<file path="src/rtl/mhpq_pkg.sv">
package mhpq_pkg;

	localparam int OP_W    = 2;
	localparam int KEY_W   = 32;
	localparam int POS_W   = 9;
	localparam int COUNT_W = 9;

	// operation codes
	localparam logic [OP_W-1:0] OP_INSERT = 2'd0;
	localparam logic [OP_W-1:0] OP_REMOVE = 2'd1;
	localparam logic [OP_W-1:0] OP_READ   = 2'd2;

	typedef enum logic [3:0] {
		S_IDLE,
		S_UP_RD,
		S_UP_CMP,
		S_RM_ROOT,
		S_RM_LAST,
		S_DN_CHK,
		S_DN_L,
		S_DN_R,
		S_DN_CMP,
		S_RD_WAIT,
		S_DONE
	} mhpq_state_t;

	// finished result handed from the sequencer to the output stage
	typedef struct packed {
		logic                    ok;
		logic signed [KEY_W-1:0] key;
	} mhpq_res_t;

endpackage

</file>
<file path="src/rtl/mhpq_seq.sv">
module mhpq_seq #(
	parameter int CAPACITY = 256,
	parameter int AW       = 8,
	parameter int CW       = 9
) (
	input  logic                        clk,
	input  logic                        arst_n,
	input  logic                        start,
	input  logic [mhpq_pkg::OP_W-1:0]   opcode,
	input  logic [mhpq_pkg::KEY_W-1:0]  key_in,
	input  logic [mhpq_pkg::POS_W-1:0]  position,
	output logic                        idle,
	output logic                        done,
	input  logic                        done_ack,
	output mhpq_pkg::mhpq_res_t         res,
	output logic [CW-1:0]               cnt,
	output logic                        mem_we,
	output logic [AW-1:0]               mem_waddr,
	output logic [mhpq_pkg::KEY_W-1:0]  mem_wdata,
	output logic                        mem_re,
	output logic [AW-1:0]               mem_raddr,
	input  logic [mhpq_pkg::KEY_W-1:0]  mem_rdata
);
	import mhpq_pkg::*;

	localparam int PW = (CW > POS_W) ? CW : POS_W;

	mhpq_state_t state_q, state_d;
	logic [CW-1:0]    count_q, count_d;
	logic [AW-1:0]    pos_q, pos_d;
	logic [AW-1:0]    cidx_q, cidx_d;
	logic [KEY_W-1:0] key_q, key_d;
	logic [KEY_W-1:0] cand_q, cand_d;
	logic             ok_q, ok_d;
	logic [KEY_W-1:0] rkey_q, rkey_d;

	// shared signed compare
	logic [KEY_W-1:0] gt_a, gt_b;
	logic             gt;

	logic [PW-1:0] pos_ext, cnt_ext, pos_m1;
	logic [CW:0]   child, child_p1, cnt_w;
	logic [AW-1:0] up_m1, parent;
	logic [CW-1:0] cnt_m1;
	logic          full;

	assign gt = $signed(gt_a) > $signed(gt_b);

	assign pos_ext  = PW'(position);
	assign cnt_ext  = PW'(count_q);
	assign pos_m1   = pos_ext - PW'(1);
	assign child    = (CW+1)'({pos_q, 1'b1});
	assign child_p1 = child + (CW+1)'(1);
	assign cnt_w    = (CW+1)'(count_q);
	assign up_m1    = pos_q - AW'(1);
	assign parent   = up_m1 >> 1;
	assign cnt_m1   = count_q - CW'(1);
	assign full     = (count_q == CW'(CAPACITY));

	always_ff @(posedge clk or negedge arst_n) begin
		if (!arst_n) begin
			state_q <= S_IDLE;
			count_q <= '0;
		end else begin
			state_q <= state_d;
			count_q <= count_d;
		end
	end

	always_ff @(posedge clk) begin
		pos_q  <= pos_d;
		cidx_q <= cidx_d;
		key_q  <= key_d;
		cand_q <= cand_d;
		ok_q   <= ok_d;
		rkey_q <= rkey_d;
	end

	always_comb begin
		state_d   = state_q;
		count_d   = count_q;
		pos_d     = pos_q;
		cidx_d    = cidx_q;
		key_d     = key_q;
		cand_d    = cand_q;
		ok_d      = ok_q;
		rkey_d    = rkey_q;
		gt_a      = key_q;
		gt_b      = mem_rdata;
		mem_we    = 1'b0;
		mem_waddr = pos_q;
		mem_wdata = key_q;
		mem_re    = 1'b0;
		mem_raddr = '0;
		done      = 1'b0;

		unique case (state_q)
			S_IDLE: begin
				if (start) begin
					ok_d    = 1'b0;
					rkey_d  = '0;
					state_d = S_DONE;
					unique case (opcode)
						OP_INSERT: begin
							if (!full) begin
								pos_d   = count_q[AW-1:0];
								key_d   = key_in;
								count_d = count_q + CW'(1);
								ok_d    = 1'b1;
								state_d = S_UP_RD;
							end
						end
						OP_REMOVE: begin
							if (count_q != '0) begin
								mem_re    = 1'b1;
								mem_raddr = '0;
								state_d   = S_RM_ROOT;
							end
						end
						OP_READ: begin
							if (pos_ext != '0 && pos_ext <= cnt_ext) begin
								mem_re    = 1'b1;
								mem_raddr = pos_m1[AW-1:0];
								state_d   = S_RD_WAIT;
							end
						end
						default: begin
							state_d = S_DONE;
						end
					endcase
				end
			end
			S_UP_RD: begin
				if (pos_q == '0) begin
					mem_we  = 1'b1;
					state_d = S_DONE;
				end else begin
					mem_re    = 1'b1;
					mem_raddr = parent;
					state_d   = S_UP_CMP;
				end
			end
			S_UP_CMP: begin
				gt_a   = key_q;
				gt_b   = mem_rdata;
				mem_we = 1'b1;
				if (gt) begin
					// parent moves down, walk one level up
					mem_wdata = mem_rdata;
					pos_d     = parent;
					state_d   = S_UP_RD;
				end else begin
					state_d = S_DONE;
				end
			end
			S_RM_ROOT: begin
				rkey_d    = mem_rdata;
				mem_re    = 1'b1;
				mem_raddr = cnt_m1[AW-1:0];
				state_d   = S_RM_LAST;
			end
			S_RM_LAST: begin
				key_d   = mem_rdata;
				count_d = cnt_m1;
				pos_d   = '0;
				ok_d    = 1'b1;
				state_d = (cnt_m1 == '0) ? S_DONE : S_DN_CHK;
			end
			S_DN_CHK: begin
				if (child >= cnt_w) begin
					mem_we  = 1'b1;
					state_d = S_DONE;
				end else begin
					mem_re    = 1'b1;
					mem_raddr = child[AW-1:0];
					state_d   = S_DN_L;
				end
			end
			S_DN_L: begin
				cand_d = mem_rdata;
				cidx_d = child[AW-1:0];
				if (child_p1 < cnt_w) begin
					mem_re    = 1'b1;
					mem_raddr = child_p1[AW-1:0];
					state_d   = S_DN_R;
				end else begin
					state_d = S_DN_CMP;
				end
			end
			S_DN_R: begin
				gt_a = mem_rdata;
				gt_b = cand_q;
				if (gt) begin
					cand_d = mem_rdata;
					cidx_d = child_p1[AW-1:0];
				end
				state_d = S_DN_CMP;
			end
			S_DN_CMP: begin
				gt_a   = cand_q;
				gt_b   = key_q;
				mem_we = 1'b1;
				if (gt) begin
					mem_wdata = cand_q;
					pos_d     = cidx_q;
					state_d   = S_DN_CHK;
				end else begin
					state_d = S_DONE;
				end
			end
			S_RD_WAIT: begin
				rkey_d  = mem_rdata;
				ok_d    = 1'b1;
				state_d = S_DONE;
			end
			S_DONE: begin
				done = 1'b1;
				if (done_ack) begin
					state_d = S_IDLE;
				end
			end
			default: begin
				state_d = S_IDLE;
			end
		endcase
	end

	assign idle    = (state_q == S_IDLE);
	assign res.ok  = ok_q;
	assign res.key = rkey_q;
	assign cnt     = count_q;

endmodule

</file>
<file path="config.mk">
export PLATFORM = sky130hd
export DESIGN_NAME = mhpq_seq
export DESIGN_NICKNAME = d
export VERILOG_FILES = /design/src/rtl/mhpq_pkg.sv /design/src/rtl/mhpq_seq.sv
export SDC_FILE = /design/constraint.sdc
export NUM_CORES = 1
export LEC_CHECK = 0
export ABC_CLOCK_PERIOD_IN_PS = 5230
export BUFFER_PORTS_ARGS = -buffer_cell sky130_fd_sc_hd__buf_2
export CAP_MARGIN = 0
export CORE_MARGIN = 8
export CORE_UTILIZATION = 51
export CTS_CLUSTER_DIAMETER = 100
export CTS_CLUSTER_SIZE = 30
export DETAILED_ROUTE_END_ITERATION = 16
export MAX_ROUTING_LAYER = met4
export PLACE_DENSITY = 0.74
export SYNTH_ARGS = -nofsm -noshare
export SYNTH_HDL_FRONTEND = slang
export SYNTH_SLANG_ARGS = --single-unit
</file>
<file path="constraint.sdc">
create_clock -name clk -period 5.23 [get_ports clk]
set_input_delay 0.523 -clock clk [delete_from_list [all_inputs] [get_ports clk]]
set_output_delay 0.523 -clock clk [all_outputs]
set_load 0.03 [all_outputs]
</file>
## Word-level counts from Yosys, hierarchy flattened

Index checks and enable logic that the tools add are counted.

| word-level totals | value |
|---|---|
| flip-flop bits (word level) | 126 |
| bits in latches | 0 |
| RAM bits | 0 |
| ROM bits | 0 |
| output and inout port bits | 94 |
| logic and storage cells | 119 |
| memories kept | 0 |

| operators by class | value |
|---|---|
| add/sub/neg operators | 5 |
| multipliers | 0 |
| divide/modulo/power cells | 0 |
| $lt $le $gt $ge | 4 |
| equality and inequality tests | 20 |
| shifts and indexed selects | 0 |
| mux-type cells | 61 |
| bitwise logic cells | 0 |
| reductions and logical operators | 21 |

Operators by type and width:

| kind | number |
|---|---|
| one-hot mux 32 bit (2 select lines) | 6 |
| two-way mux 32 bit | 7 |
| two-way mux 8 bit | 11 |
| one-hot mux 4 bit (11 select lines) | 1 |
| two-way mux 4 bit | 10 |
| one-hot mux 8 bit (5 select lines) | 1 |
| greater-than comparator 32 bit | 1 |
| one-hot mux 8 bit (4 select lines) | 1 |
| two-way mux 9 bit | 3 |
| one-hot mux 9 bit (2 select lines) | 1 |
| nonzero test 9 bit | 2 |
| equality test 4 x 3 -> 1 bit (second input constant) | 4 |
| one-hot mux 8 bit (2 select lines) | 1 |
| subtractor 8 x 1 -> 8 bit (second input constant) | 2 |
| equality test 4 bit (second input constant) | 3 |
| two-way mux 1 bit | 12 |
| != test 2 bit (second input constant) | 6 |
| one-hot mux 4 bit (3 select lines) | 1 |
| adder 9 x 1 -> 10 bit (second input constant) | 1 |
| less-than comparator 10 x 9 -> 1 bit | 1 |
| adder 9 x 1 -> 9 bit (second input constant) | 1 |
| equality test 9 bit (second input constant) | 1 |
| greater-or-equal comparator 9 bit | 1 |
| <= comparator 9 bit | 1 |
| 22 further kinds | 32 |

## Logic depth before layout (Yosys ltp)

Gate-level depths: netlist (run 1).

| logic depth | value |
|---|---|
| word-level depth | 6 |
| depth in mapped cells | 18 |

## Worst setup path after synthesis (run 1)

Ideal clock, no wire load.

| path | value |
|---|---|
| path type | flip-flop to flip-flop |
| start | register state_q[0] |
| end | register cand_q[0] (enable) |
| setup time | 451 ps |
| data arrival time | 4812 ps |
| required time | 4779 ps |
| path slack | -33 ps |
| cell stages (with the launch flop) | 16 |
| period minus slack after synthesis | 5263 ps |
| cell sequence | dfrtp_1 -> buf_2 -> or2_1 -> nor2_1 -> buf_2 -> buf_1 -> a22oi_1 -> nand2_1 -> ha_1 -> nand4_1 -> nor2_1 -> a311oi_1 -> o21ai_0 -> a21o_1 -> buf_6 -> a21oi_1 |

| on the way | value |
|---|---|
| word-level cells in the longest chain between the ends | 5 |

RTL lines:

| what | line | text |
|---|---|---|
| from (decl) | mhpq_seq.sv:28 | `mhpq_state_t state_q, state_d;` |
| from (signal assigned) | mhpq_seq.sv:65 | `state_q <= state_d;` |
| equality test 4 bit / equality test 4 x 3 -> 1 bit (equally long branches) | mhpq_seq.sv:97 | `unique case (state_q)` |
| one-hot mux 32 bit (2 select lines) | mhpq_seq.sv:97 |  |
| greater-than comparator 32 bit | mhpq_seq.sv:47 | `assign gt = $signed(gt_a) > $signed(gt_b);` |
| != test 2 bit (no source line) | -- |  |
| AND reduction 2 bit (no source line) * | -- |  |
| to (signal assigned) | mhpq_seq.sv:74 | `cand_q <= cand_d;` |
| to (decl) | mhpq_seq.sv:33 | `logic [KEY_W-1:0] cand_q, cand_d;` |

Mark *: on every way between the ends. The rest lies on a longest branch, timed or not.
A chain may end at the register's enable or synchronous reset.

## Worst setup path in the final report (run 1)

| path | value |
|---|---|
| start | register pos_q[1] (netlist: mem_waddr[1]) |
| end | output port mem_raddr[3] |

| on the way | value |
|---|---|
| word-level cells in the longest chain between the ends | 4 |

RTL lines:

| what | line | text |
|---|---|---|
| from (decl) | mhpq_seq.sv:30 | `logic [AW-1:0] pos_q, pos_d;` |
| from (signal assigned) | mhpq_seq.sv:71 | `pos_q <= pos_d;` |
| adder 9 x 1 -> 10 bit | mhpq_seq.sv:53 | `assign child_p1 = child + (CW+1)'(1);` |
| less-than comparator 10 x 9 -> 1 bit | mhpq_seq.sv:182 | `if (child_p1 < cnt_w) begin` |
| two-way mux 8 bit | mhpq_seq.sv:182 |  |
| one-hot mux 8 bit (5 select lines) * | mhpq_seq.sv:97 |  |
| to (decl) | mhpq_seq.sv:21 | `output logic [AW-1:0] mem_raddr,` |

Marks and branches as above.

==> results.sh, run 1 <==
export IMPL_status="completed"
export IMPL_cts_sinks=126
export IMPL_grt_usage_pct=25.0
export IMPL_max_slew_margin_pct=37.8
export IMPL_cp_data_required_time_ps=4710
export IMPL_end_kind="output pin"
export IMPL_postSynthAreaPerCell_um2=9.35
export IMPL_whs_path_depth=1
export IMPL_path_clk_slew_ps=60
export IMPL_critPathLaunchType="register"
export IMPL_cts_buffers=17
export IMPL_route_detailed_wl_per_inst_um=20.1
export IMPL_layout_setup_ws_ps=262
export IMPL_ant_nets=0
export IMPL_diodes=0
export IMPL_chipHeight_um=149
export IMPL_timing_hold_violations_final=0
export IMPL_wl_met2_um=12500
export IMPL_async_flop_share_pct=10.3
export IMPL_worstSkewPairLatency_ps=430
export IMPL_power_density_nw_per_um2=665
export IMPL_ys_warn_count=0
export IMPL_ios=173
export IMPL_cts_root_buf="clkbuf_16"
export IMPL_p_leak_nw=4.52
export IMPL_setup_tns_ps=0
export IMPL_drt_vias_per_instance=6.08
export IMPL_cts_buffer_depth=2
export IMPL_netlist_instances=964
export IMPL_die_w_um=149
export IMPL_seq_area_frac_synth_pct=41.3
export IMPL_rows=48
export IMPL_drcViolationCount=0
export IMPL_wl_met3_um=2230
export IMPL_ys_flop_type="edfxtp_1"
export IMPL_gp_congestion=0.920
export IMPL_max_cap_violations=0
export IMPL_yosysTopAreaCellShare_pct=37.7
export IMPL_ir_drop_mv=0.379
export IMPL_finalPower_w=0.00716
export IMPL_antenna_found_initial=0
export IMPL_crit_type="register to output pin"
export IMPL_maxUsedRoutingLayer="met4"
export IMPL_rr_startpoint="state_q[1]"
export IMPL_yosysTopAreaCell="edfxtp_1"
export IMPL_yosys_top_cells_area="edfxtp_1 38%, ha_1 9.6%, nand2_1 8.4%"
export IMPL_nNetsFinal=1264
export IMPL_grt_overflow=0
export IMPL_fillers=1467
export IMPL_start_util_pct=52.1
export IMPL_dpl_worst_slack_ps=594
export IMPL_grt_max_degree=45
export IMPL_setup_viol=0
export IMPL_synth_seq_cells=126
export IMPL_skew_ps=13.0
export IMPL_port_buffers=172
export IMPL_vias=8234
export IMPL_synth_nets=1112
export IMPL_drt_iter0_markers=790
export IMPL_area_growth_pct=19.5
export IMPL_grt_pass1_vias=7932
export IMPL_drive_gt1_share_pct=21.7
export IMPL_drt_pass1_iter_count=6
export IMPL_period_needed_ps=4970
export IMPL_clock_fmax_mhz=201
export IMPL_grt_pass1_wl_um=42800
export IMPL_cp_startpoint="mem_waddr[1]"
export IMPL_drt_met1_wl_um=11900
export IMPL_worst_pin_slew_ps=932
export IMPL_synth_edff_count=113
export IMPL_cts_tree="yes"
export IMPL_dp_hpwl_um=19300
export IMPL_slew_violations=0
export IMPL_cp_arrival_ps=4440
export IMPL_wl_um=27200
export IMPL_period_share_pct=95.0
export IMPL_core_area_um2=17300
export IMPL_htreeDepth=4
export IMPL_rsz0062_at_grt="false"
export IMPL_synth_cell_type_count=66
export IMPL_rr_worst_depth=14
export IMPL_hp_class="primary input to register"
export IMPL_netlist_area_um2=9010
export IMPL_die_area_um2=22200
export IMPL_hp_start="mem_rdata[18]"
export IMPL_critPathMaxFanout=10
==> worst paths after layout <==
kind	end	slack [ps]
min reg2reg	mem_waddr[4]	520
min in group asynchronous	cnt[4]	540
max in group asynchronous	cnt[0]	4400
max reg2reg	mem_waddr[3]	750
min	cand_q[18]	350
max	mem_raddr[3]	260
==> report_power, final <==
| group | internal [W] | leakage (nW) | switching, W | total, W |
|---|---|---|---|---|
| Combinational | 0.00131 | 3.03 | 0.00267 | 0.00398 |
| Sequential | 0.00153 | 1.19 | 0.000341 | 0.00187 |
| Clock | 0.000841 | 0.299 | 0.000458 | 0.00130 |
==> layer usage <==
layer  track usage [%]  vias to the layer above
li1                  -                     3897
met1              33.3                     3895
met2              37.7                      403
met3              4.70                       39
met4              8.38                        0
met5                 -                        -
==> logic make-up (layout without fill, tap and decap cells) <==
| kind of cell | Yosys count | after routing | synth area share, % |
|---|---|---|---|
| buffers and inverters | 93 | 257 | 4.60 |
| muxes | 1 | 1 | 0.125 |
| and+or+nand+nor | 355 | 356 | 18.2 |
| adders and majority gates | 69 | 69 | 9.58 |
| AOI/OAI and AO/OA | 279 | 279 | 22.3 |
| xor gates and xnor gates | 41 | 41 | 3.98 |
| DFF | 126 | 126 | 41.3 |
==> registers in the layout (all words and copies together) (netlist names) <==
name       cells
rkey_q        32
cidx_q         8
key_q         32
mem_waddr      8
cand_q        32
cnt            9
state_q        4
ok_q           1
==> repair_timing <==
item / in CTS / in global routing
buffers inserted: 0 / 3
endpoints found under the hold margin: 4 / 0
hold buffers: 1 / 0
gates resized for setup: 0 / 3
setup endpoints to repair: 0 / 27
==> Yosys cell counts, types with 7 or more instances <==
cell	n
a22oi_1	70
inv_1	27
buf_1	8
o2bb2ai_1	33
buf_2	13
nand3_1	15
xor2_1	8
xnor2_1	33
nand2_1	202
nand4_1	11
clkbuf_1	34
dfrtp_1	13
and2_1	34
or3_1	7
o21ai_0	21
and3_1	7
edfxtp_1	113
nor2_1	37
ha_1	69
a21oi_1	64
a22o_1	32
nor3_1	14
==> through the flow <==
step | std cells | instance area (µm²) | util, % | hold WS (ps)
after floorplan | 964 | 9020 | - | 227
after global placement | 1317 | 10100 | 58.3 | 461
after detailed placement | 1317 | 10100 | 58.3 | 463
after CTS | 1350 | 10700 | 62.0 | 338
after global routing | 1354 | 10800 | 62.3 | 349
final | 1354 | 10800 | 62.3 | 350
==> worst max-delay path, cell delays in order, from the launching register on <==
cell and delay (ps):
edfxtp_1 590, ha_1 390, nand3_1 210, or2_1 390
xnor2_1 160, ha_1 310, o211ai_1 240, a21oi_1 70
o41ai_1 130, or4b_1 720, inv_2 230, nand2_1 80
o211ai_1 240, buf_2 250
==> cells in the final DEF (no fill, tap or decap), types with 7 or more instances in the layout <==
master,n
dfrtp_1,13
a22o_1,32
clkbuf_16,17
edfxtp_1,113
buf_4,16
nor2_1,33
ha_1,69
and3_1,7
and2_1,34
nand3_1,15
xor2_1,8
a21oi_1,63
nand2_1,202
xnor2_1,33
nand4_1,11
o2bb2ai_1,33
buf_2,172
o21ai_0,21
nor3_1,13
inv_1,26
a22oi_1,70
or3_1,7
==> final cells by class <==
cell class | instances | area [µm²] | area share (%)
inverters | 30 | 113 | 1.05
clock inverters | 12 | 191 | 1.78
repair buffers | 195 | 1090 | 10.2
flip-flops and latches | 126 | 3720 | 34.5
clock buffers | 20 | 437 | 4.05
well taps | 225 | 282 | 2.61
multi-input cells | 746 | 4930 | 45.8
No activity file was read; power rests on OpenSTA's default activity.
==> run 2: changes to the inputs <==
- ABC_AREA: default -> 1
- CORE_UTILIZATION: 51 -> 52
- PLACE_DENSITY: 0.74 -> 0.75
==> run 2 against run 1 <==
  * Synthesized cell count grew 21%
  * Sequential share of layout area shrank 0.49 points
  * Fmax grew 2.7%
  * Wire length grew 5.5%
  * Clock skew is essentially flat
  * Sequential power shrank 6%
  * Area after synthesis grew 2.2%
  * Global-route usage grew 1.2 points
  * Non-clock buffer count shrank 4
  * Sequential cell count is the same
  * Critical endpoint is now mem_wdata[26]
==> results.sh, run 2 <==
export IMPL_timing_hold_violations_final=0
export IMPL_synth_top_family_by_area="simple AND/OR/NAND/NOR gates"
export IMPL_synth_compound_area_share_pct=17.7
export IMPL_drt_vias_per_instance=5.66
export IMPL_wl_um=28700
export IMPL_status="completed"
export IMPL_grt_pass1_vias=8488
export IMPL_postSynthAreaPerCell_um2=7.87
export IMPL_ant_nets=0
export IMPL_grt_max_degree=76
export IMPL_antenna_found_initial=3
export IMPL_die_w_um=149
export IMPL_postLayoutCellArea_um2=10900
export IMPL_synthMuxAreaShare_pct=0.109
export IMPL_synth_xor_area_share_pct=2.09
export IMPL_p_leak_nw=5.17
export IMPL_rsz0062_at_grt="false"
export IMPL_ys_warn_count=0
export IMPL_cp_data_required_time_ps=4710
export IMPL_core_area_um2=17300
export IMPL_grt_usage_pct=26.3
export IMPL_async_flop_share_pct=10.3
export IMPL_skew_ps=12.6
export IMPL_port_buffers=172
export IMPL_htreeDepth=4
export IMPL_critPathMaxFanout=35
export IMPL_ios=173
export IMPL_mostFrequentLayoutCell="nand2_1"
export IMPL_synth_edff_count=113
export IMPL_die_area_um2=22200
export IMPL_period_needed_ps=4840
export IMPL_cts_sinks=126
export IMPL_hp_class="primary input to register"
export IMPL_max_cap_violations=0
export IMPL_critPathLaunchType="register"
export IMPL_path_clk_slew_ps=60
export IMPL_ys_flop_type="edfxtp_1"
export IMPL_cts_root_buf="clkbuf_16"
export IMPL_seq_area_frac_synth_pct=40.4
export IMPL_synth_nets=1319
export IMPL_clock_fmax_mhz=207
export IMPL_grt_pass1_wl_um=44700
export IMPL_cp_arrival_ps=4310
export IMPL_grt_overflow=0
export IMPL_yosysTopAreaCellShare_pct=36.8
export IMPL_netlist_instances=1171
export IMPL_dp_hpwl_um=20700
export IMPL_ir_drop_mv=0.514
export IMPL_end_kind="output pin"
export IMPL_slew_violations=0
export IMPL_cts_buffers=17
export IMPL_netlist_area_um2=9210
export IMPL_synth_seq_cells=126
export IMPL_yosys_cell_count_top_type="nand2_1"
export IMPL_yosysTopAreaCell="edfxtp_1"
export IMPL_setup_tns_ps=0
export IMPL_placed_area_um2=10300
export IMPL_vias=8916
export IMPL_chipHeight_um=149
export IMPL_area_growth_pct=18.6
export IMPL_top_regs="cand_q (32), key_q (32), rkey_q (32)"
export IMPL_yosys_top_cells_area="edfxtp_1 37%, nand2_1 10%, ha_1 9.4%"
export IMPL_fillers=1543
export IMPL_route_detailed_wl_per_inst_um=18.2
export IMPL_drt_pass1_iter_count=7
export IMPL_period_share_pct=92.5
export IMPL_synthSimpleGateAreaFrac_pct=19.9
export IMPL_drt_iter0_markers=778
export IMPL_worstSkewPairLatency_ps=430
export IMPL_rows=48
export IMPL_max_slew_margin_pct=34.5
export IMPL_gp_congestion=0.952
export IMPL_final_cell_mix="251 x nand2_1, 190 x inv_1, 172 x buf_2, 130 x nor2_1, 113 x edfxtp_1"
export IMPL_whs_ps=306
export IMPL_setup_viol=0
export IMPL_synthAdderAreaFrac_pct=9.37
export IMPL_power_density_nw_per_um2=672
export IMPL_nNetsFinal=1481
export IMPL_start_util_pct=53.2
export IMPL_cts_buffer_depth=2
export IMPL_synthTopCellsByCount="252 x nand2_1, 191 x inv_1, 134 x nor2_1"
export IMPL_drive_gt1_share_pct=17.6
export IMPL_drcViolationCount=0
export IMPL_synth_cell_type_count=45
export IMPL_crit_type="register to output pin"
export IMPL_worst_pin_slew_ps=980
export IMPL_cts_tree="yes"
[run 2: routing by layer]
layer	share of wire, %	GRT usage (%)	wire length, µm
met1	43	33.9	12300
met2	45	40.0	13100
met3	9.0	5.73	2580
met4	2.6	9.49	747
met5	0	-	0
[run 2: kinds of logic (layout without fill, tap and decap cells)]
| group | count (synthesis) | after routing |
|---|---|---|
| and+or+nand+nor | 453 | 453 |
| AOI/OAI and AO/OA | 253 | 253 |
| buffers and inverters | 247 | 422 |
| DFF | 126 | 126 |
| adders and majority gates | 69 | 69 |
| xor gates and xnor gates | 22 | 22 |
| muxes | 1 | 1 |
| other | 0 | 5 |
[run 2: path summary, 6_finish.rpt]
path | startpoint | cells past startpoint | end | slack (ps)
worst max register to register | state_q[2] | 21 | cand_q[8] | 1360
worst min register to register | cidx_q[7] | 2 | mem_waddr[7] | 520
min in group asynchronous | arst_n | 2 | cnt[6] | 530
max in group asynchronous | arst_n | 2 | state_q[3] | 4450
worst min-delay path | mem_rdata[0] | 1 | cand_q[0] | 310
worst max-delay path | state_q[2] | 26 | mem_wdata[26] | 390
[run 2: metrics by stage]
step           utilization, %  instances  power [W]  setup WS, ps
4_1_cts                  63.1       1571    0.00733           302
3_5_place_dp             59.8       1538    0.00616           773
3_3_place_gp             59.8       1538    0.00614           852
5_1_grt                  63.1       1574    0.00785          38.9
6_report                 63.2       1576    0.00734           392
2_1_floorplan               -       1171    0.00485           313
[run 2: critical path, stage by stage (launching register included)]
cell,delay [ps]
dfrtp_1,390
inv_1,60
nor2_1,40
inv_1,130
nor2_2,80
inv_2,220
buf_12,240
nor2_1,60
a221oi_1,270
ha_1,300
nand2_1,80
inv_1,50
nand2_1,60
nand2_1,40
nand2_1,50
nand3_1,90
a21oi_2,170
nand2_1,70
nand2_1,100
nand3_4,160
a21oi_4,170
buf_4,340
inv_1,260
nand2_1,110
nand2_1,60
inv_1,80
buf_2,200
[run 2: area by class of cell]
cell class	count	area [µm²]	share of cell area, %
multi-input combinational	798	4570	41.8
timing repair buffer	191	1030	9.47
sequential	126	3720	34.0
antenna	5	12.5	0.115
tap	225	282	2.58
clock buffer	21	440	4.03
inverter	199	749	6.86
clock inverter	11	116	1.07
[run 2: report_power, final]
part | internal, W | leakage (nW) | total (W) | switching [W]
Clock | 0.000696 | 0.259 | 0.00115 | 0.000449
Combinational | 0.00131 | 3.71 | 0.00444 | 0.00313
Sequential | 0.00152 | 1.20 | 0.00175 | 0.000232
[run 2: timing repair]
action | 4_1_cts | 5_1_grt
buffers inserted | 0 | 0
setup endpoints to repair | 0 | 5
resized for setup | 0 | 3
hold buffers | 1 | 0
endpoints found under the hold margin | 13 | 0
